$ cat config.mk
export PLATFORM = sky130hd
export DESIGN_NAME = mf3_median
export DESIGN_NICKNAME = d
export VERILOG_FILES = /design/src/hdl/mf3_pkg.sv /design/src/hdl/mf3_median.sv
export SDC_FILE = /design/constraint.sdc
export NUM_CORES = 1
export LEC_CHECK = 0
export ABC_AREA = 1
export BUFFER_PORTS_ARGS = -buffer_cell sky130_fd_sc_hd__buf_2
export CAP_MARGIN = 20
export CORE_UTILIZATION = 41
export DETAILED_ROUTE_END_ITERATION = 12
export PLACE_DENSITY_LB_ADDON = 0.05
export SLEW_MARGIN = 20
export SYNTH_ARGS = -nofsm -noshare
export SYNTH_HDL_FRONTEND = slang
export SYNTH_SLANG_ARGS = --single-unit
$ cat constraint.sdc
create_clock -name clk -period 18.4 [get_ports clk]
set_clock_uncertainty 0.15 [all_clocks]
set_input_delay 4.6 -clock clk [delete_from_list [all_inputs] [get_ports clk]]
set_output_delay 4.6 -clock clk [all_outputs]
set_load 0.02 [all_outputs]
$ cat src/hdl/mf3_pkg.sv
// Shared constants and types of the 3x3 median filter with replicated border.
package mf3_pkg;

  localparam int PIX_W         = 8;
  localparam int CFG_W         = 11;
  localparam int CFG_ADDR_W    = 2;
  localparam int ROW_W         = 11;
  localparam int DEF_MAX_WIDTH = 1024;
  localparam int MAX_HEIGHT    = 1024;
  localparam int RESET_DIM     = 512;
  localparam int WIN           = 3;

  localparam logic [CFG_ADDR_W-1:0] REG_IMAGE_WIDTH  = 2'd0;
  localparam logic [CFG_ADDR_W-1:0] REG_IMAGE_HEIGHT = 2'd1;

  typedef logic [PIX_W-1:0] pix_t;
  typedef pix_t [WIN-1:0] col_t;
  typedef col_t [WIN-1:0] win_t;
  typedef logic [1:0] phase_t;

  typedef struct packed {
    pix_t   v;
    phase_t phase;
    logic   emit;
    logic   top;
    logic   bot;
    logic   left;
    logic   right;
    logic   last;
  } item_info_t;

endpackage

$ cat src/hdl/mf3_median.sv
// Median stage: merges the sorted columns into the median and holds the output word.
module mf3_median (
  input  logic          clk,
  input  logic          rst_n,
  input  logic          win_valid,
  output logic          win_ready,
  input  mf3_pkg::win_t win,
  input  logic          win_last,
  output logic          out_valid,
  input  logic          out_ready,
  output mf3_pkg::pix_t out_pixel,
  output logic          out_last
);
  import mf3_pkg::*;

  function automatic pix_t min2(input pix_t a, input pix_t b);
    return (a < b) ? a : b;
  endfunction

  function automatic pix_t max2(input pix_t a, input pix_t b);
    return (a > b) ? a : b;
  endfunction

  function automatic pix_t med3(input pix_t a, input pix_t b, input pix_t c);
    return max2(min2(a, b), min2(max2(a, b), c));
  endfunction

  pix_t lo, mi, hi, med, pix_r;
  logic out_valid_r, out_valid_nxt, last_r, take;

  always_comb begin
    lo  = max2(max2(win[0][0], win[1][0]), win[2][0]);
    mi  = med3(win[0][1], win[1][1], win[2][1]);
    hi  = min2(min2(win[0][2], win[1][2]), win[2][2]);
    med = med3(lo, mi, hi);

    win_ready     = !out_valid_r || out_ready;
    take          = win_valid && win_ready;
    out_valid_nxt = take || (out_valid_r && !out_ready);
  end

  always_ff @(posedge clk) begin
    if (!rst_n) begin
      out_valid_r <= 1'b0;
    end else begin
      out_valid_r <= out_valid_nxt;
    end
  end

  always_ff @(posedge clk) begin
    if (take) begin
      pix_r  <= med;
      last_r <= win_last;
    end
  end

  assign out_valid = out_valid_r;
  assign out_pixel = pix_r;
  assign out_last  = last_r;

  a_drain: assert property (@(posedge clk) disable iff (!rst_n)
    out_valid_r && out_ready && !win_valid |=> !out_valid_r)
    else $error("output word repeated after it was taken");

endmodule

* After elaboration in Yosys (flattened, before gate mapping) *
Index checks and enable logic that the tools add are counted.

cells by class
  reductions and logical operators = 6
  $lt $le $gt $ge = 12
  mux-type cells = 12

operators with widths
  operator           number
  $mux 8             12
  $gt 8x8->1         6
  $lt 8x8->1         6
  $logic_and 1x1->1  2
  $logic_not 1->1    2
  $logic_or 1x1->1   2

storage, ports and cells
  flip-flop bits (word level) = 10
  input port bits = 77
  word-level logic and storage cells = 33
  output and inout port bits = 11

* Longest topological paths before layout *
  depth in word-level cells = 12
  depth in mapped cells = 67

* Worst setup path after synthesis *
No wires, ideal clock.

  kind = input port to flip-flop
  from = in win[39] (netlist bit)
  to = reg pix_r[0], in the netlist out_pixel[0] (data pin)
  stages on the path = 49
  data arrival time = 12.694 ns
  required time = 18.120 ns
  slack = 5.426 ns
  cell sequence = inv_1 ha_1 a21o_1 nor2_2 nand2_4 nand2_2 clkbuf_1 nand2_1 o21ai_0 ha_1 a21oi_1 nor2_1 a211oi_1 nand2_4 clkbuf_1 o21ai_0 ha_1 a21oi_1 [... 13 more ...] inv_2 nand2_1 o21ai_1 ha_1 a21oi_1 nor2_1 a211oi_2 nand2_8 nand2_2 nand2_1 ha_1 nand2_1 o21ai_0 nand2_1 a32oi_1 clkinv_1 or2_1 nand2_1

between the ends
  word-level cells in the longest chain between the ends = 12
  elaborated cells between the ends (all ways) = 16
  classes of those cells = order compare: 8; mux: 8

ends and longest elaborated chain
  item                  RTL line          RTL
  from (decl)           mf3_median.sv:7   input mf3_pkg::win_t win,
  $gt 8x8->1            mf3_median.sv:21  return (a > b) ? a : b;
  $mux 8                mf3_median.sv:21
  $lt 8x8->1            mf3_median.sv:17  return (a < b) ? a : b;
  $mux 8                mf3_median.sv:17
  $gt 8x8->1            mf3_median.sv:21
  $mux 8 (*)            mf3_median.sv:21
  $gt 8x8->1            mf3_median.sv:21
  $mux 8                mf3_median.sv:21
  $lt 8x8->1            mf3_median.sv:17
  $mux 8                mf3_median.sv:17
  $gt 8x8->1            mf3_median.sv:21
  $mux 8 (*)            mf3_median.sv:21
  net med[0]            mf3_median.sv:28  pix_t lo, mi, hi, med, pix_r;
  to (signal assigned)  mf3_median.sv:52  pix_r <= med;
  to (decl)             mf3_median.sv:28

The timed path passes the listed nets; every way through them passes the cells marked *.
A chain may end at the register's enable or synchronous reset.

* Worst setup path in the final report *
  from = in win[39] (netlist bit)
  to = reg pix_r[4], in the netlist out_pixel[4] (data pin)

Same word-level chain as after synthesis.

==> metrics <==
status=completed; Final Cycle Share=0.746; CP required=18.22 ns; Resize count post-CTS=0; CP dominant cell by count=nand2_1; Sum Neg Setup Slack=0 ns; Syn. warnings=0; Post-DRT Antenna Nets=0; drt drc=0; Post-synth EDFFs=9; layout cells sized above 1=0.196; initial antenna violation count=0; Placer Congestion=0.889; post-route setup slack=4.67 ns; total wire length=7.89 mm; R2R Setup Slk=16.92 ns; top cell type by total area after synthesis=ha_1; largest family of logic cells by synthesized area=simple AND/OR/NAND/NOR gates; DP Worst Slack=4.48 ns; switching part of the total power=0.581; post-synth top area share=0.267; clock network fraction of design power=0.035; logic gate share of total power=0.876; total CTS buffers=3; IO Pins=88; Max Root-Sink Buffers=2; RSZ-0062 raised after global routing=false; Worst Path Arrival=13.55 ns; clock-pin slew on the worst setup and hold paths=0.04 ns; prevailing post-synth register cell=edfxtp_1; max-slew violation count=0; Top delay family on crit path=compound AO/OA/AOI/OAI gates; Layout area overhead=17.0%; hold buffer count at CTS=0; crit-path max cell delay=0.62 ns; port bufs=87; syn nets=706; CTS sink cnt=10; DR WL/cell=10.7 um; Synth Area in Simple Gates=0.331; vias=3619; PwrDens=161 nW/um^2; Final Hold Fails=0; synth top area cells=ha_1 27%, nand2_1 16%, inv_1 10%; Layout Utilization=0.503; Cell Rows=32; first-pass GRT wire length=13.3 mm; pin count of the biggest net entering global routing=19; CTS tree=done; kind of critical path=in -> reg; #FFs+latches synth=10; Die Width=92.7 um; crit path time final=13.73 ns; r2r startpoint=out_valid$_SDFF_PN0_; Setup violations, final=0; worst setup path endpoint=out_pixel[4]$_DFFE_PP_; Total Power=0.634 mW; Max FO, Critical Path=18; sequential share of power=0.089; Worst Reg-to-Reg Cells=1; die area=8600 sq um; CP bufs+invs=4; Clock H-tree levels=1; startpoint types=input pin; Max transition margin=0.351; Mapped Area=3380 sq um; Avg Cell Area, Syn=6.06 sq um; CP Capture Type=flop; Slowest-stage cell, CP=a211oi_2; Post-synth top cells=145 x nand2_1, 90 x inv_1, 72 x ha_1; first-iteration detailed-routing DRC count=94; Layout Nets=789; crit path from=win[39]; Synth Area in XOR/XNOR=0; Cell variety after synth=30; gr usage total=0.186; Peak VDD IR=87.5 uV; sequential element share of the synthesized area=0.0860; worst slew pin tran=0.974 ns; Hold Crit Class=reg -> reg; insertion delay to the later sink of the worst-skew pair=0.22 ns; top-count cell post-synth=nand2_1; height of the die=92.7 um; root buf cell=clkbuf_8; Psw=0.369 mW; Mapped Cells=557; Synth Area in Compound Gates=0.199; Achievable Freq=72.8 MHz; Initial Util=0.430; synthesized-area fraction occupied by adder cells=0.267; vias per cell=4.88; core area=7850 sq um; P_int=0.265 mW; Critical R2R Capture=out_pixel[4]$_DFFE_PP_; Leak=2.32 nW; Post CTS Setup Buffer Count=0; Worst path depth=47; DP HPWL=7.15 mm; async set-reset flop share out of synthesis=0; vias in the first global route=3238; multiplexer share of the synthesized area=0; first-pass detailed-route iteration total=5; total gr overflow=0; antenna cells=0; Max-Cap Viols=0
==> routing by layer <==
layer  GRT usage  wire length, um  vias to the layer above
met5           0                0                        -
met4      0.0333               68                        0
met3      0.0131              379                        6
met2       0.333             3570                       96
met1       0.245             3870                     1516
li1            -                -                     2001
==> how the worst min path moves through the flow <==
stage                     cells after the start              endpoint  slack [ns]                  from
after global routing                          2  out_valid$_SDFF_PN0_        0.39  out_valid$_SDFF_PN0_
after floorplan                               2  out_valid$_SDFF_PN0_        0.58  out_valid$_SDFF_PN0_
after CTS                                     2  out_valid$_SDFF_PN0_        0.37  out_valid$_SDFF_PN0_
final                                         2  out_valid$_SDFF_PN0_        0.36  out_valid$_SDFF_PN0_
after global placement                        2  out_valid$_SDFF_PN0_        0.35  out_valid$_SDFF_PN0_
after detailed placement                      2  out_valid$_SDFF_PN0_        0.36  out_valid$_SDFF_PN0_
==> layout make-up <==
type | count | area (sq um)
Fill cell | 870 | 3900
Multi-Input combinational cell | 442 | 2690
Timing Repair Buffer | 87 | 435
Inverter | 96 | 360
Sequential cell | 10 | 290
Tap cell | 102 | 128
Clock buffer | 4 | 45.0
==> power groups by stage <==
stage	sequential, mW	clock [mW]	combinational [mW]
after global routing	0.0577	0.0240	0.640
after CTS	0.0570	0.0228	0.557
after detailed placement	0.0574	0	0.555
after global placement	0.0569	0	0.545
final	0.0567	0.0220	0.555
after floorplan	0.0708	0	0.422
==> sequential cells by signal, summed over array words and instances, names as in the netlist <==
register   count
out_last       1
out_valid      1
out_pixel      8
==> cells by family after synthesis <==
group           Yosys count
compound gates          124
fa+ha+maj                72
buf+inv                 105
flops                    10
simple gates            246
==> cell usage in the layout (no fill, tap or decap), types with 7 or more instances in the layout <==
cell      count
o21ai_1       7
nor2_1       33
nand2_2      19
buf_2        87
ha_1         72
edfxtp_1      9
inv_1        90
a21oi_1      43
nand3_1      31
nand2_1     145
o21ai_0      56
==> metrics by stage <==
step                hold WS [ns]  cells  area, sq um
finish                     0.358    741         3950
global route               0.387    741         3950
CTS                        0.368    741         3950
detailed placement         0.362    737         3910
global placement           0.346    737         3910
floorplan                  0.579    557         3380
Note: power is estimated with default switching activity, not from simulation.
