--- src/hdl/mf3_pkg.sv ---
// Shared constants and types of the 3x3 median filter with replicated border.
package mf3_pkg;

  localparam int PIX_W         = 8;
  localparam int CFG_W         = 11;
  localparam int CFG_ADDR_W    = 2;
  localparam int ROW_W         = 11;
  localparam int DEF_MAX_WIDTH = 1024;
  localparam int MAX_HEIGHT    = 1024;
  localparam int RESET_DIM     = 512;
  localparam int WIN           = 3;

  localparam logic [CFG_ADDR_W-1:0] REG_IMAGE_WIDTH  = 2'd0;
  localparam logic [CFG_ADDR_W-1:0] REG_IMAGE_HEIGHT = 2'd1;

  typedef logic [PIX_W-1:0] pix_t;
  typedef pix_t [WIN-1:0] col_t;
  typedef col_t [WIN-1:0] win_t;
  typedef logic [1:0] phase_t;

  typedef struct packed {
    pix_t   v;
    phase_t phase;
    logic   emit;
    logic   top;
    logic   bot;
    logic   left;
    logic   right;
    logic   last;
  } item_info_t;

endpackage

--- src/hdl/mf3_window.sv ---
// Window stage: builds the 3x3 neighborhood with border replication and sorts its columns.
module mf3_window (
  input  logic                clk,
  input  logic                rst_n,
  input  logic                in_valid,
  output logic                in_ready,
  input  mf3_pkg::item_info_t info,
  input  mf3_pkg::col_t       rd_data,
  output logic                win_valid,
  input  logic                win_ready,
  output mf3_pkg::win_t       win,
  output logic                win_last
);
  import mf3_pkg::*;

  function automatic col_t fix_col(input col_t c, input logic top, input logic bot);
    col_t res;
    res = c;
    if (top) begin
      res[0] = c[1];
    end
    if (bot) begin
      res[2] = c[1];
    end
    return res;
  endfunction

  function automatic col_t sort3(input col_t c);
    col_t s;
    pix_t t;
    s = c;
    if (s[0] > s[1]) begin
      t = s[0]; s[0] = s[1]; s[1] = t;
    end
    if (s[1] > s[2]) begin
      t = s[1]; s[1] = s[2]; s[2] = t;
    end
    if (s[0] > s[1]) begin
      t = s[0]; s[0] = s[1]; s[1] = t;
    end
    return s;
  endfunction

  item_info_t s1_info_r;
  logic       s1_valid_r, s1_valid_nxt, s1_fire, accept;
  logic       win_valid_r, win_valid_nxt, win_last_r;
  col_t       p1_r, p2_r, cur, s_cur, s_p1, s_p2;
  win_t       win_r, win_nxt;

  always_comb begin
    s1_fire  = s1_valid_r && (!s1_info_r.emit || !win_valid_r || win_ready);
    in_ready = !s1_valid_r || s1_fire;
    accept   = in_valid && in_ready;

    // Index 0 of a column is the upper row, index 2 the row of the current word.
    case (s1_info_r.phase)
      2'd1: begin
        cur[0] = rd_data[2];
        cur[1] = rd_data[0];
      end
      2'd2: begin
        cur[0] = rd_data[0];
        cur[1] = rd_data[1];
      end
      default: begin
        cur[0] = rd_data[1];
        cur[1] = rd_data[2];
      end
    endcase
    cur[2] = s1_info_r.v;

    s_cur = sort3(fix_col(cur, s1_info_r.top, s1_info_r.bot));
    s_p1  = sort3(fix_col(p1_r, s1_info_r.top, s1_info_r.bot));
    s_p2  = sort3(fix_col(p2_r, s1_info_r.top, s1_info_r.bot));

    win_nxt[0] = s1_info_r.left ? s_p1 : s_p2;
    win_nxt[1] = s_p1;
    win_nxt[2] = s1_info_r.right ? s_p1 : s_cur;

    s1_valid_nxt  = accept || (s1_valid_r && !s1_fire);
    win_valid_nxt = (s1_fire && s1_info_r.emit) || (win_valid_r && !win_ready);
  end

  always_ff @(posedge clk) begin
    if (!rst_n) begin
      s1_valid_r  <= 1'b0;
      win_valid_r <= 1'b0;
    end else begin
      s1_valid_r  <= s1_valid_nxt;
      win_valid_r <= win_valid_nxt;
    end
  end

  always_ff @(posedge clk) begin
    if (accept) begin
      s1_info_r <= info;
    end
    if (s1_fire) begin
      p1_r <= cur;
      p2_r <= p1_r;
    end
    if (s1_fire && s1_info_r.emit) begin
      win_r      <= win_nxt;
      win_last_r <= s1_info_r.last;
    end
  end

  assign win_valid = win_valid_r;
  assign win       = win_r;
  assign win_last  = win_last_r;

  a_emit_to_window: assert property (@(posedge clk) disable iff (!rst_n)
    s1_fire && s1_info_r.emit |=> win_valid_r)
    else $error("emitting word did not reach the window register");

  a_window_held: assert property (@(posedge clk) disable iff (!rst_n)
    win_valid_r && !win_ready |=> win_valid_r && $stable(win_r))
    else $error("window register changed while stalled");

endmodule

--- config.mk ---
export PLATFORM = sky130hd
export DESIGN_NAME = mf3_window
export DESIGN_NICKNAME = d
export VERILOG_FILES = /design/src/hdl/mf3_pkg.sv /design/src/hdl/mf3_window.sv
export SDC_FILE = /design/constraint.sdc
export NUM_CORES = 1
export LEC_CHECK = 0
export BUFFER_PORTS_ARGS = -buffer_cell sky130_fd_sc_hd__buf_2
export CAP_MARGIN = 20
export CORE_MARGIN = 5
export CORE_UTILIZATION = 54
export DETAILED_ROUTE_END_ITERATION = 12
export PLACE_DENSITY = 0.83
export SLEW_MARGIN = 20
export SYNTH_ARGS = -nofsm -noshare
export SYNTH_HDL_FRONTEND = slang
export SYNTH_SLANG_ARGS = --single-unit
--- constraint.sdc ---
create_clock -name clk -period 6.25 [get_ports clk]
set_input_delay 0.3125 -clock clk [delete_from_list [all_inputs] [get_ports clk]]
set_output_delay 0.3125 -clock clk [all_outputs]
set_load 0.005 [all_outputs]
# Word-level counts from Yosys, hierarchy flattened
# Cells that the tools add are included.
dict set report totals {
  ff_bits 139
  word_cells 70
}
dict set report classes {
  magnitude_cmp 9
  n_eq_ne 2
  n_mux 18
  n_reduce_logical 15
}
# op count
set ops {}
lappend ops {{$mux 16} 9}
lappend ops {{$gt 8x8->1} 9}
lappend ops {{$mux 24} 2}
lappend ops {{$mux 8} 6}
lappend ops {{$pmux 16 s2} 1}
lappend ops {{$logic_and 1x1->1} 5}
lappend ops {{$logic_not 1->1} 5}
lappend ops {{$logic_or 1x1->1} 5}
lappend ops {{$eq 2x1->1 const B} 1}
lappend ops {{$eq 2x2->1 const B} 1}

# Logic depth before layout (Yosys ltp)
dict set report logic_depth {
  ltp_word 10
  depth_mapped 32
  mapped_depth_nobuf 28
}

# Worst setup path before layout
# Ideal clock, no wire load.
dict set report synth_timing {
  kind {register to register}
  from {register s1_info_r[7] (netlist name)}
  to {register win_r (netlist bit win[58]) (data pin)}
  arrival_time_ns 6.280
  slack_ns -0.189
  path_stages_with_launch 32
  path_buffers 5
  path_cell_list {edfxtp_1 ha_1 buf_2 buf_1 inv_1 o21ai_0 nor2_1 a21oi_1 inv_1 ha_1 o21ai_0 o21a_1 o21bai_1 o32ai_4 buf_6 mux2_4 ha_1 and3_1 a221o_1 o211a_1 clkbuf_1 nor2_1 mux2i_1 nand2_1 ha_1 a21o_1 a21oi_1 nand2b_1 o21ai_1 clkbuf_1 o21ai_0 a22oi_1}
}
# item line
set synth_lines {}
lappend synth_lines {{start, declared} mf3_window.sv:44} ;# item_info_t s1_info_r;
lappend synth_lines {{start signal, assigned} mf3_window.sv:96} ;# s1_info_r <= info;
lappend synth_lines {{end signal, assigned} mf3_window.sv:103} ;# win_r <= win_nxt;
lappend synth_lines {{end, declared} mf3_window.sv:48} ;# win_t win_r, win_nxt;

==> qor.yml <==
clock_tree:
  insertion_delay_ps: 440
  cts_root_buf: "clkbuf_16"
  clockBufferDepth: 2
  numCtsBuffers: 17
  cts_sinks: 139
  cts_tree: "yes"
  htree_levels: 4
  hold_buffers: 0
  cts.clk_slew.worst_paths_ps: 70
pwr:
  switching_power_mw: 2.04
  powerDensity_nw_per_um2: 417
  ir_worst_vdd_mv: 0.249
  clockPowerShare_pct: 21.6
  swShare_pct: 40.1
  p_int_mw: 3.05
  seqPwrFrac_pct: 24.1
  leakage_nw: 5.21
  combPwrFrac_pct: 54.3
  finalPower_mw: 5.09
layout:
  drive_gt1_share_pct: 35.3
  multi_input_area_sq_um: 5310
  diodes: 0
  finalNetCount: 1247
  register_area_sq_um: 4150
  fillers: 1220
  syn_to_final_growth_pct: 28.7
yosys:
  yosysMostFrequentCell: "edfxtp_1"
  netlist_area_sq_um: 9490
  syn_nets: 1032
  yosys_warnings: 0
  ys_top_cells_by_count: "edfxtp_1 (137), ha_1 (73), a21oi_1 (71), inv_1 (65), nor2_1 (54)"
  synth.distinct_cells: 63
  synth.area.top_cells: "edfxtp_1 (43%), ha_1 (9.6%), mux2_2 (5.1%)"
  synthCells: 915
  ys_ff_latch: 139
  synth_top_area_share_pct: 43.4
  synthArstFlopShare_pct: 0
  yosysTopAreaCell: "edfxtp_1"
  synth.avg_cell_area_sq_um: 10.4
  ys_seq_area_share_pct: 43.8
  synth_flop_cell: "edfxtp_1"
  synth_edf_count: 137
drt:
  wl_per_cell_um: 21.5
  wirelength_um: 29500
  drc: 0
  vias_per_cell: 6.22
  drtPass1Iterations: 6
  ant_nets: 0
  drt_iter0_markers: 886
  via_count: 8504
global_route:
  grt_pass1_wl_um: 43200
  grt_max_degree: 72
  grt_pass1_vias: 8114
  globalRouteOverflowTotal: 0
  grt_usage_pct: 27.7
  antenna_found_initial: 0
worst_setup_path:
  critPathBufInv: 6
  timing.rr.start: "s1_info_r[7]"
  arrival_ps: 6330
  setup.worst_path.class: "reg2reg"
  slowest_stage: "edfxtp_1"
  crit_family: "compound AO/OA/AOI/OAI gates"
  end_kind: "register"
  required_ps: 6390
  r2r-end: "win[63]"
  path_common_cell: "buf_4"
  max_stage_delay_ps: 440
  reg2reg_depth: 30
  critical_path.startpoint_type: "register"
  rrSetupSlack_ps: 60
  crit_fanout: 9
place:
  numPortBuffers: 118
  detailed_place_hpwl_um: 21700
  place_congestion: 0.978
die:
  dieWidth_um: 143
  initial_core_util_pct: 54.9
  io_pins: 119
  core_area_sq_um: 17300
  dieArea_sq_um: 20300
  rows: 48
  die_y_um: 143
timing:
  max_freq_mhz: 162
  fin_tns_setup_ps: 0
  final.min_clock_period_ps: 6190
  setup_viol: 0
  min_period_over_period_pct: 99.0
  rsz0062_at_grt: "true"
  clock_skew_ps: 11.8
  hold_violations: 0
  finalMaxSlewViolations: 0
  relSlewSlack_pct: 25.6
  worstMarginPinSlew_ps: 1120
outcome:
  status: "complete, no violations"
worst_hold_path:
  hold_class: "in2reg"
  hold_end: "s1_info_r[1]"
  holdPathStages: 1
  holdCritStartpoint: "info[1]"
run:
  maxCapViolations: 0
[sequential cells by signal (all words and copies together) (netlist names)]
signal	count
cur	8
p2_r	24
win_valid	1
p1_r	24
s1_valid_r	1
win	72
win_last	1
s1_info_r	8
[power groups by stage]
stage	sequential (mW)	combinational [mW]	clock (mW)
3_3_place_gp	1.24	2.22	0
6_report	1.23	2.77	1.10
2_1_floorplan	1.24	1.39	0
4_1_cts	1.23	2.34	1.10
3_5_place_dp	1.25	2.27	0
5_1_grt	1.23	2.94	1.15
[final cells by class]
class	instances	area share, %
Inverter	66	2.03
Clock buffer	17	3.48
Tap cell	225	2.30
Sequential cell	139	34.0
Timing Repair Buffer	243	12.9
Multi-Input combinational cell	663	43.5
Clock inverter	15	1.77
[routing by layer]
metal	global-route usage, %	vias up	part of all wire, %
met1	33.8	3969	38
met3	5.54	124	7.9
li1	-	3924	-
met5	0	-	0
met2	45.4	487	47
met4	16.5	0	6.5
[timing repair]
| item | CTS | global route |
|---|---|---|
| setup buffers | 5 | 13 |
| cloned | 0 | 1 |
| pin swaps | 7 | 34 |
| endpoints found under the setup margin | 16 | 47 |
| resized for setup | 21 | 74 |
[worst max path at each step]
stage / startpoint / endpoint / slack [ps] / depth (start not counted)
after floorplan: s1_info_r[6] / win[58] / 30 / 28
after global placement: s1_info_r[7] / win[56] / -270 / 26
after detailed placement: s1_info_r[7] / win[57] / -370 / 29
after CTS: s1_info_r[7] / win[56] / -10 / 28
after global routing: s1_info_r[6] / win[63] / -190 / 31
final: s1_info_r[7] / win[63] / 60 / 30
[cell usage in the layout, fill, tap and decap left out, types with 10 or more instances in the layout]
cell / count
edfxtp_1: 137
buf_2: 118
buf_4: 118
ha_1: 63
inv_1: 62
a21oi_1: 62
nand2_1: 49
nor2_1: 49
mux2_2: 43
mux2i_1: 41
o21ai_0: 36
nand3_1: 28
nor3_1: 26
a22oi_1: 25
o21a_1: 20
clkbuf_16: 18
o21ai_1: 16
a21o_1: 15
a211oi_1: 12
o211ai_1: 10
a31oi_1: 10
[logic make-up (layout without fill, tap and decap cells)]
group                    Yosys count  after routing  synth area share (%)
AO/OA/AOI/OAI                    288            288                  20.4
XOR/XNOR                           3              3                 0.277
adder cells (fa/ha/maj)           73             73                  9.63
buffers and inverters            113            341                  4.75
flip-flops                       139            139                  43.8
multiplexers                      93             93                  10.6
AND/OR/NAND/NOR                  206            206                  10.5
[per-stage QoR]
step           util (%)  hold slack (ps)  instances  cell area, sq um  setup WS (ps)
6_report           70.6             49.3       1368             12200           60.6
5_1_grt            70.6             43.8       1368             12200           -190
4_1_cts            67.9             41.6       1354             11700          -11.4
3_5_place_dp       63.6              409       1317             11000           -372
3_3_place_gp       63.6              402       1317             11000           -266
2_1_floorplan         -              400        915              9500           28.9
Note: power is estimated with default switching activity, not from simulation.
