===== src/hdl/mf3_pkg.sv =====
// Shared constants and types of the 3x3 median filter with replicated border.
package mf3_pkg;

  localparam int PIX_W         = 8;
  localparam int CFG_W         = 11;
  localparam int CFG_ADDR_W    = 2;
  localparam int ROW_W         = 11;
  localparam int DEF_MAX_WIDTH = 1024;
  localparam int MAX_HEIGHT    = 1024;
  localparam int RESET_DIM     = 512;
  localparam int WIN           = 3;

  localparam logic [CFG_ADDR_W-1:0] REG_IMAGE_WIDTH  = 2'd0;
  localparam logic [CFG_ADDR_W-1:0] REG_IMAGE_HEIGHT = 2'd1;

  typedef logic [PIX_W-1:0] pix_t;
  typedef pix_t [WIN-1:0] col_t;
  typedef col_t [WIN-1:0] win_t;
  typedef logic [1:0] phase_t;

  typedef struct packed {
    pix_t   v;
    phase_t phase;
    logic   emit;
    logic   top;
    logic   bot;
    logic   left;
    logic   right;
    logic   last;
  } item_info_t;

endpackage


===== src/hdl/mf3_ctrl.sv =====
// Configuration registers and raster position counters of the median filter.
module mf3_ctrl #(
  parameter int MAX_WIDTH = mf3_pkg::DEF_MAX_WIDTH
) (
  input  logic                            clk,
  input  logic                            rst_n,
  input  logic                            cfg_valid,
  output logic                            cfg_ready,
  input  logic [mf3_pkg::CFG_ADDR_W-1:0]  cfg_addr,
  input  logic [mf3_pkg::CFG_W-1:0]       cfg_data,
  input  logic                            accept,
  input  logic                            opcode,
  input  mf3_pkg::pix_t                   pixel,
  output mf3_pkg::item_info_t             info,
  output logic [$clog2(MAX_WIDTH)-1:0]    mem_addr,
  output logic [mf3_pkg::WIN-1:0]         mem_we
);
  import mf3_pkg::*;

  localparam int AW = $clog2(MAX_WIDTH);

  function automatic logic [CFG_W-1:0] dim_m1(input logic [CFG_W-1:0] val,
                                              input int unsigned lim);
    logic [CFG_W-1:0] res;
    if (val == '0) begin
      res = '0;
    end else if (32'(val) > lim) begin
      res = CFG_W'(lim - 1);
    end else begin
      res = val - 1'b1;
    end
    return res;
  endfunction

  logic [CFG_W-1:0] w_m1_r, w_m1_nxt, h_m1_r, h_m1_nxt;
  logic [AW-1:0]    in_col_r, in_col_nxt, out_col_r, out_col_nxt;
  logic [ROW_W-1:0] in_row_r, in_row_nxt, out_row_r, out_row_nxt;
  phase_t           phase_r, phase_nxt;
  logic             in_frame, in_col_last, out_col_last, out_row_last, restart;

  assign cfg_ready = 1'b1;
  assign mem_addr  = in_col_r;

  always_comb begin
    in_frame     = (in_row_r <= h_m1_r);
    in_col_last  = (CFG_W'(in_col_r) == w_m1_r);
    out_col_last = (CFG_W'(out_col_r) == w_m1_r);
    out_row_last = (out_row_r == h_m1_r);

    info.v     = opcode ? '0 : pixel;
    info.phase = phase_r;
    info.emit  = (in_row_r >= ROW_W'(2)) || ((in_row_r == ROW_W'(1)) && (in_col_r != '0));
    info.top   = (out_row_r == '0);
    info.bot   = out_row_last;
    info.left  = (out_col_r == '0);
    info.right = out_col_last;
    info.last  = out_row_last && out_col_last;

    for (int k = 0; k < WIN; k++) begin
      mem_we[k] = accept && in_frame && (phase_r == phase_t'(k));
    end
  end

  always_comb begin
    w_m1_nxt    = w_m1_r;
    h_m1_nxt    = h_m1_r;
    in_col_nxt  = in_col_r;
    in_row_nxt  = in_row_r;
    out_col_nxt = out_col_r;
    out_row_nxt = out_row_r;
    phase_nxt   = phase_r;
    restart     = 1'b0;

    if (accept) begin
      if (in_col_last) begin
        in_col_nxt = '0;
        in_row_nxt = in_row_r + 1'b1;
        phase_nxt  = (phase_r == phase_t'(WIN - 1)) ? '0 : phase_r + 1'b1;
      end else begin
        in_col_nxt = in_col_r + 1'b1;
      end
      if (info.emit) begin
        if (info.last) begin
          restart = 1'b1;
        end else if (out_col_last) begin
          out_col_nxt = '0;
          out_row_nxt = out_row_r + 1'b1;
        end else begin
          out_col_nxt = out_col_r + 1'b1;
        end
      end
    end

    if (cfg_valid) begin
      case (cfg_addr)
        REG_IMAGE_WIDTH: begin
          w_m1_nxt = dim_m1(cfg_data, MAX_WIDTH);
          restart  = 1'b1;
        end
        REG_IMAGE_HEIGHT: begin
          h_m1_nxt = dim_m1(cfg_data, MAX_HEIGHT);
          restart  = 1'b1;
        end
        default: begin
        end
      endcase
    end

    if (restart) begin
      in_col_nxt  = '0;
      in_row_nxt  = '0;
      out_col_nxt = '0;
      out_row_nxt = '0;
      phase_nxt   = '0;
    end
  end

  always_ff @(posedge clk) begin
    if (!rst_n) begin
      w_m1_r    <= dim_m1(CFG_W'(RESET_DIM), MAX_WIDTH);
      h_m1_r    <= dim_m1(CFG_W'(RESET_DIM), MAX_HEIGHT);
      in_col_r  <= '0;
      in_row_r  <= '0;
      out_col_r <= '0;
      out_row_r <= '0;
      phase_r   <= '0;
    end else begin
      w_m1_r    <= w_m1_nxt;
      h_m1_r    <= h_m1_nxt;
      in_col_r  <= in_col_nxt;
      in_row_r  <= in_row_nxt;
      out_col_r <= out_col_nxt;
      out_row_r <= out_row_nxt;
      phase_r   <= phase_nxt;
    end
  end

  a_col_in_row: assert property (@(posedge clk) disable iff (!rst_n)
    (CFG_W'(in_col_r) <= w_m1_r) && (CFG_W'(out_col_r) <= w_m1_r))
    else $error("column counter beyond the image width");

  a_frame_restart: assert property (@(posedge clk) disable iff (!rst_n)
    accept && info.emit && info.last |=>
      (in_col_r == '0) && (in_row_r == '0) && (out_row_r == '0) && (phase_r == '0))
    else $error("frame did not restart after its last result");

endmodule


===== config.mk =====
export PLATFORM = sky130hd
export DESIGN_NAME = mf3_ctrl
export DESIGN_NICKNAME = d
export VERILOG_FILES = /design/src/hdl/mf3_pkg.sv /design/src/hdl/mf3_ctrl.sv
export SDC_FILE = /design/constraint.sdc
export NUM_CORES = 1
export LEC_CHECK = 0
export ABC_AREA = 1
export BUFFER_PORTS_ARGS = -buffer_cell sky130_fd_sc_hd__buf_2
export CORE_MARGIN = 2
export CORE_UTILIZATION = 45
export DETAILED_ROUTE_END_ITERATION = 12
export GPL_TIMING_DRIVEN = 0
export MAX_ROUTING_LAYER = met4
export SLEW_MARGIN = 20
export SYNTH_ARGS = -nofsm -noshare
export SYNTH_HDL_FRONTEND = slang
export SYNTH_SLANG_ARGS = --single-unit

===== constraint.sdc =====
create_clock -name clk -period 3.4 [get_ports clk]
set_input_delay 0.51 -clock clk [delete_from_list [all_inputs] [get_ports clk]]
set_output_delay 0.51 -clock clk [all_outputs]
set_load 0.01 [all_outputs]

Yosys cells after proc, flatten, opt, wreduce, memory -nomap -nowiden
Cells that the tools add are included.

operators by class
  $add $sub $neg = 6
  $lt $le $gt $ge = 3
  equality and inequality tests = 7
  mux-type cells = 11
  bitwise operators = 2
  reduce and logical (&&, ||, !) cells = 20

operators with widths
  cell                                                   count
  adder 11 x 1 -> 11 bit (second input constant)         2
  equality test 10 x 11 -> 1 bit                         2
  zero test 11 bit                                       2
  two-way mux 11 bit                                     2
  adder 10 x 1 -> 10 bit (second input constant)         2
  two-way mux 10 bit                                     2
  equality test 11 x 1 -> 1 bit (second input constant)  1
  equality test 11 bit                                   1
  >= comparator 11 x 2 -> 1 bit (second input constant)  1
  > comparator 11 bit (second input constant)            1
  <= comparator 11 bit                                   1
  subtractor 11 x 1 -> 11 bit (second input constant)    1
  zero test 10 bit                                       1
  nonzero test 10 bit                                    1
  two-way mux 8 bit                                      1
  logical AND 1 bit                                      6
  AND reduction 2 bit                                    3
  two-way mux 1 bit                                      5
  equality test 2 x 1 -> 1 bit (second input constant)   2
  zero test 2 bit                                        2
  AND reduction 4 bit                                    1
  OR reduction 2 bit                                     2
  AND reduction 3 bit                                    1
  adder 2 x 1 -> 2 bit (second input constant)           1
  4 further kinds                                        5

word-level totals
  flip-flop bits (word level) = 66
  bits of input ports = 26
  output and inout port bits = 30

Logic depth before layout (Yosys ltp)
Gate-level depths: netlist of the first run.

  depth in word-level cells = 8
  gate-level depth with buffers = 12
  depth with buffers taken out = 12

Worst setup path before layout of the first run
OpenSTA, ideal clock, no wires.

  path type = flip-flop to output port
  from = reg h_m1_r[2]
  to = out mem_we[0] (netlist bit)
  arrival time = 1482 ps
  data required time = 2890 ps
  setup slack = 1408 ps
  cell stages (with the launch flop) = 10
  path buffers = 0
  cells stage by stage = dfxtp_1 > inv_1 > ha_1 > a21oi_1 > o21ai_0 > nand2_1 > a21boi_0 > o21ai_0 > nand2_1 > nor3_1

between the ends
  word-level cells in the longest chain between the ends = 3

ends and longest elaborated chain
  item                            line             text
  from (decl)                     mf3_ctrl.sv:35   logic [CFG_W-1:0] w_m1_r, w_m1_nxt, h_m1_r, h_m1_nxt;
  from (signal assigned)          mf3_ctrl.sv:121  h_m1_r <= dim_m1(CFG_W'(RESET_DIM), MAX_HEIGHT);
  from (signal assigned)          mf3_ctrl.sv:129  h_m1_r <= h_m1_nxt;
  <= comparator 11 bit            mf3_ctrl.sv:45   in_frame = (in_row_r <= h_m1_r);
  logical AND 1 bit (2 in a row)  mf3_ctrl.sv:60   mem_we[k] = accept && in_frame && (phase_r == phase_t'(k));
  to (decl)                       mf3_ctrl.sv:16   output logic [mf3_pkg::WIN-1:0] mem_we

No other way between the ends.

Final worst setup path of the first run
  from = reg h_m1_r[2]
  to = out mem_we[1] (netlist bit)

The elaborated chain is that of the path after synthesis.

==> flow_metrics.env, run 1 <==
export IMPL_layout_drive_gt1_share_pct=15.7
export IMPL_post_route_drc_count=0
export IMPL_clk_path_buf_depth=2
export IMPL_critPathArrivalTime_ns=2.18
export IMPL_numCtsBuffers=9
export IMPL_track_usage_pct=24.2
export IMPL_ys_flop_type="dfxtp_1"
export IMPL_cts_resized=0
export IMPL_worst_ir_drop_vdd_uv=226
export IMPL_final_std_cells_w_o_fill=896
export IMPL_detailed_place_hpwl_mm=9.88
export IMPL_status="finished clean"
export IMPL_place_inst=880
export IMPL_period_share_pct=79.0
export IMPL_drt_vias_per_instance=5.13
export IMPL_maxSlewViolCount=0
export IMPL_clock_sink_count=66
export IMPL_skew_ns=0.00882
export IMPL_number_of_antenna_violations_at_the_first_check_in_global_routing=0
export IMPL_area_growth_syn_to_layout_pct=14.0
export IMPL_number_of_nets_in_the_synthesized_netlist=741
export IMPL_actual_slew_at_the_worst_max_slew_pin_ns=0.698
export IMPL_area_taken_by_flip_flops_and_latches_mm2=0.00132
export IMPL_ant_nets=0
export IMPL_leakage_nw=2.36
export IMPL_ys_seq_elements=66
export IMPL_worstPathCellList="inv_1 > ha_1 > a21oi_1 > o21ai_0 > nand2_1 > a21boi_0 > o21ai_0 > nand2_1 > nor3_1 > buf_2"
export IMPL_fraction_of_the_yosys_area_taken_by_sequential_cells_pct=28.9
export IMPL_maximum_number_of_pins_on_one_net_before_global_route_repair=15
export IMPL_report_final_setup_viol=0
export IMPL_placeable_core_region_mm2=0.00982
export IMPL_grtUsageMet1_pct=33.3
export IMPL_cts_hold_fix_buffers=0
export IMPL_met3_usage_pct=3.93
export IMPL_totalWireLength_mm=12.6
export IMPL_crit_required_ns=2.89
export IMPL_floorplan_die_area_mm2=0.0110
export IMPL_fillerInstances=1066
export IMPL_totalNegativeSetupSlack_ns=0
export IMPL_grt_overflow_total=0
export IMPL_grt_most_used_layer="met2"
export IMPL_finalCoreUtilization_pct=53.1
export IMPL_placementRows=36
export IMPL_max_freq_mhz=372
export IMPL_max_slew_headroom_pct=53.1
export IMPL_synth_edff_count=0
export IMPL_most_area_consuming_cells_after_synthesis="dfxtp_1 (29%), nand2_1 (16%), inv_1 (6.9%)"
export IMPL_netlist_top_cells_count="nand2_1 (190), inv_1 (84), nor2_1 (72), dfxtp_1 (66), a21oi_1 (36)"
export IMPL_cp_max_fo=3
export IMPL_die_width_um=105
export IMPL_ctsHtreeMaxLevel=3
export IMPL_synth_warning_count=0
export IMPL_initial_core_utilization_pct=46.6
export IMPL_vias_in_the_first_global_route=4259
export IMPL_cpMaxStageDelayCell="dfxtp_1"
export IMPL_insertedDiodeCount=0
export IMPL_detailroute_via_count=4598
export IMPL_critPathKind="flip-flop to primary output"
export IMPL_period_minus_slack_ns=2.69
export IMPL_height_of_the_chip_um=105
export IMPL_critical_path_endpoint_type="primary output"
export IMPL_total_power_mw=1.69
export IMPL_netlist_area_mm2=0.00457
export IMPL_avgRoutedWirePerCell_um=14.0
export IMPL_worst_reg_to_reg_cells=10
export IMPL_hold_depth=3
export IMPL_synth_area_leader_cell="dfxtp_1"
export IMPL_gpl_final_weighted_congestion=0.944
export IMPL_gr_usage_met2_pct=35.3
export IMPL_synthArstFlopShare_pct=0
export IMPL_final_hold_worst_slack_ns=0.435
export IMPL_power_density_mw_per_mm2=325
export IMPL_yosysTopAreaCellShare_pct=28.9
export IMPL_maxCapViolCount=0
export IMPL_clkLatencyLatePin_ns=0.36
export IMPL_tritoncts_clock_tree="done"
export IMPL_multi_input_combinational_cell_area_mm2=0.00278
export IMPL_yosysUniqueCellTypes=37
export IMPL_finalHoldViolations=0
export IMPL_clockRootBuffer="clkbuf_8"
export IMPL_numPortBuffers=53
export IMPL_postSynthCellCount=694
export IMPL_drt_iter0_markers=216
export IMPL_rsz0062_at_grt="no"
export IMPL_cts_reportedPaths_clkPinSlew_ns=0.08
export IMPL_wire_length_of_the_first_global_routing_pass_mm=20.9
export IMPL_worst_path_largest_cell_delay_ns=0.43
export IMPL_critical_path_startpoint_type="flip-flop"
export IMPL_post_synth_cell_area_avg_um2=6.59
export IMPL_holdCritPathClass="primary input to flip-flop"
export IMPL_ioPinCount=56
export IMPL_final_net_count=805
export IMPL_postCtsSetupRepairBufs=0
export IMPL_drtPass1Iterations=4
export IMPL_synth_most_common_cell="nand2_1"
==> critical path, delay by kind of cell, from the launching register on <==
family / cells / cell delay, ns
compound gates: 4 / 0.46
flops: 1 / 0.43
simple gates: 3 / 0.39
fa+ha+maj: 1 / 0.31
buf+inv: 2 / 0.23
==> layout make-up <==
cell class | instances | share of cell area (%)
Multi-Input combinational cell | 514 | 53.2
Clock buffer | 9 | 2.38
Clock inverter | 7 | 1.61
Timing Repair Buffer | 53 | 5.09
Sequential cell | 66 | 25.3
Tap cell | 133 | 3.19
Buffer | 20 | 2.40
Inverter | 94 | 6.77
==> routing by layer <==
metal | share of wire (%) | vias up
li1 | - | 2366
met1 | 49 | 2066
met2 | 43 | 134
met3 | 6.0 | 32
met4 | 2.8 | 0
met5 | 0 | -
==> cells by family (layout without fill, tap and decap cells) <==
group                      after synthesis  after routing  share of synthesized area (%)
buffers and inverters                  114            183                           10.4
and+or+nand+nor                        360            360                           34.4
DFF                                     66             66                           28.9
AOI/OAI and AO/OA                       90             90                           12.4
adders and majority gates               21             21                           5.74
xor gates and xnor gates                42             42                           8.04
other                                    1              1                         0.0820
==> through the flow <==
step	worst slack, ns	cell area, µm²
after floorplan	1.41	4570
after global placement	0.853	5010
after detailed placement	0.825	5010
after CTS	0.683	5210
after global routing	0.504	5210
final	0.713	5210
==> power breakdown <==
part / internal (mW) / switching (mW)
clock: 0.353 / 0.378
combinational: 0.0587 / 0.101
sequential: 0.786 / 0.0164
total: 1.20 / 0.496
==> cell usage in the layout, fill, tap and decap left out, drive strengths merged, types with 2 or more instances in the layout <==
master,count
xnor2,9
ha,21
nor3,19
dfxtp,66
o211ai,8
clkinv,2
nand4,35
inv,97
o21ai,22
nand3b,3
nand3,33
nor2,75
clkbuf,15
buf,67
a21oi,56
nor4,3
nand2,192
xor2,33
==> registers in the layout (all words and copies together) (netlist names) <==
| name | count |
|---|---|
| phase_r | 2 |
| mem_addr | 10 |
| out_col_r | 10 |
| in_row_r | 11 |
| out_row_r | 11 |
| h_m1_r | 11 |
| w_m1_r | 11 |
==> final timing paths <==
| kind | to | from | slack (ns) |
|---|---|---|---|
| worst min-delay path | w_m1_r[9] | rst_n | 0.44 |
| worst min register to register | w_m1_r[10] | w_m1_r[10] | 0.49 |
| worst max register to register | mem_addr[4] | in_row_r[0] | 1.15 |
| worst max-delay path | mem_we[1] | h_m1_r[2] | 0.71 |
No activity file was read; power rests on OpenSTA's default activity.
==> inputs of run 2 (changes only) <==
==> constraint.sdc (replaced) <==
create_clock -name clk -period 2.7 [get_ports clk]
set_input_delay 0.405 -clock clk [delete_from_list [all_inputs] [get_ports clk]]
set_output_delay 0.405 -clock clk [all_outputs]
set_load 0.01 [all_outputs]
==> run 2 against run 1 <==
Effect of this change:
- flip-flop and latch count is the same
- via count increased by 0.57%
- critical path depth is 1 lower
- final cell count unchanged
- largest cell class unchanged
- highest routed layer unchanged
==> flow_metrics.env, run 2 (synthesis gave the netlist of run 1 again) <==
export IMPL_floorplan_die_area_mm2=0.0110
export IMPL_gpl_final_weighted_congestion=0.944
export IMPL_setup_ws_ns=0.197
export IMPL_vias_in_the_first_global_route=4259
export IMPL_ioPinCount=56
export IMPL_ctsHtreeMaxLevel=3
export IMPL_cts_reportedPaths_clkPinSlew_ns=0.09
export IMPL_critPathArrivalTime_ns=2.10
export IMPL_critical_path_startpoint_type="flip-flop"
export IMPL_tritoncts_clock_tree="done"
export IMPL_height_of_the_chip_um=105
export IMPL_drt_vias_per_instance=5.16
export IMPL_finalCoreUtilization_pct=53.3
export IMPL_max_freq_mhz=400
export IMPL_post_route_drc_count=0
export IMPL_max_slew_headroom_pct=53.1
export IMPL_layout_common_cells="nand2_1 (190), inv_1 (84), nor2_1 (72)"
export IMPL_power_density_mw_per_mm2=408
export IMPL_clkLatencyLatePin_ns=0.36
export IMPL_skew_ns=0.00801
export IMPL_number_of_antenna_violations_at_the_first_check_in_global_routing=0
export IMPL_startpoint_of_the_most_critical_hold_path="rst_n"
export IMPL_layout_drive_gt1_share_pct=16.4
export IMPL_area_growth_syn_to_layout_pct=14.4
export IMPL_worst_ir_drop_vdd_uv=284
export IMPL_placementRows=36
export IMPL_totalWireLength_mm=12.6
export IMPL_rrSetupSlack_ns=0.47
export IMPL_multi_input_combinational_cell_area_mm2=0.00279
export IMPL_total_power_mw=2.13
export IMPL_placeable_core_region_mm2=0.00982
export IMPL_clk_path_buf_depth=2
export IMPL_finalHoldViolations=0
export IMPL_critical_path_endpoint_type="primary output"
export IMPL_totalNegativeSetupSlack_ns=0
export IMPL_worstPathCellList="inv_1 > ha_1 > nand2_1 > nor3_2 > a21boi_0 > o21ai_1 > nand2_1 > nor2_1 > buf_2"
export IMPL_die_width_um=105
export IMPL_pre_cts_ws_ns=0.335
export IMPL_initial_core_utilization_pct=46.6
export IMPL_final_net_count=805
export IMPL_drtPass1Iterations=4
export IMPL_numPortBuffers=53
export IMPL_report_final_setup_viol=0
export IMPL_numCtsBuffers=9
export IMPL_clock_sink_count=66
export IMPL_layout_commonest_cell="nand2_1"
export IMPL_rsz0062_at_grt="no"
export IMPL_period_minus_slack_ns=2.50
export IMPL_detailed_place_hpwl_mm=9.88
export IMPL_dpl_cell_area_mm2=0.00501
export IMPL_hold_depth=3
export IMPL_track_usage_pct=24.2
export IMPL_drt_iter0_markers=218
export IMPL_actual_slew_at_the_worst_max_slew_pin_ns=0.698
export IMPL_worst_path_largest_cell_delay_ns=0.41
export IMPL_ant_nets=0
export IMPL_critical_path_reg2reg_endpoint="mem_addr[4]"
export IMPL_clockRootBuffer="clkbuf_8"
export IMPL_maxSlewViolCount=0
export IMPL_leakage_nw=2.36
export IMPL_timing_critical_path_mode_cell="nand2_1"
export IMPL_cp_max_fo=3
export IMPL_maxCapViolCount=0
export IMPL_wire_length_of_the_first_global_routing_pass_mm=20.9
export IMPL_worst_reg_to_reg_cells=10
export IMPL_insertedDiodeCount=0
export IMPL_status="finished clean"
export IMPL_cpMaxStageDelayCell="dfxtp_1"
export IMPL_holdCritPathClass="primary input to flip-flop"
export IMPL_r2r_start="in_row_r[0]"
export IMPL_grt_overflow_total=0
export IMPL_finalInstanceArea_mm2=0.00523
export IMPL_fillerInstances=1063
export IMPL_crit_required_ns=2.30
export IMPL_period_share_pct=92.7
export IMPL_critPathKind="flip-flop to primary output"
export IMPL_avgRoutedWirePerCell_um=14.1
export IMPL_worst_hold_path_ep="h_m1_r[9]"
export IMPL_detailroute_via_count=4624
export IMPL_postCtsSetupRepairBufs=0
export IMPL_cts_hold_fix_buffers=0
export IMPL_area_taken_by_flip_flops_and_latches_mm2=0.00132
export IMPL_maximum_number_of_pins_on_one_net_before_global_route_repair=15
## run 2: layout make-up
cell class | count | share of cell area (%)
multi-input combinational | 514 | 53.3
sequential | 66 | 25.3
inverter | 94 | 6.74
timing repair buffer | 53 | 5.07
tap | 133 | 3.18
buffer | 20 | 2.39
clock buffer | 9 | 2.37
clock inverter | 7 | 1.60
## run 2: power breakdown
part / internal [mW] / switching (mW) / leakage, nW
Clock: 0.445 / 0.477 / 0.103
Sequential: 0.990 / 0.0207 / 0.534
Combinational: 0.0740 / 0.128 / 1.73
## run 2: through the flow
step	cells	hold slack [ns]
6_report	896	0.328
5_1_grt	896	0.344
4_1_cts	896	0.322
3_5_place_dp	880	0.470
3_3_place_gp	880	0.465
2_1_floorplan	694	0.428
## run 2: worst max path at each step
stage	to	slack, ns	startpoint
3_3_place_gp	mem_we[0]	0.36	accept
2_1_floorplan	mem_we[0]	0.81	h_m1_r[2]
6_report	mem_we[2]	0.20	h_m1_r[10]
5_1_grt	mem_we[2]	0.03	h_m1_r[10]
3_5_place_dp	mem_we[1]	0.33	accept
4_1_cts	mem_we[1]	0.09	h_m1_r[2]
## run 2: routing by layer
metal	GRT usage (%)	wire, µm	part of all wire [%]
met1	33.3	6130	49
met5	-	0	0
met2	35.3	5420	43
met4	9.52	354	2.8
met3	3.93	724	5.7
## run 2: repair_timing
item                                   in CTS  in global routing
setup endpoints to repair                   0                  3
endpoints found under the hold margin       0                  0
resized for setup                           0                  6
## run 2: critical path: cells and delay by family (launching register included)
kind            cells  cell delay (ns)
buf+inv             2             0.21
simple gates        4             0.54
compound gates      2             0.29
flops               1             0.41
fa+ha+maj           1             0.29
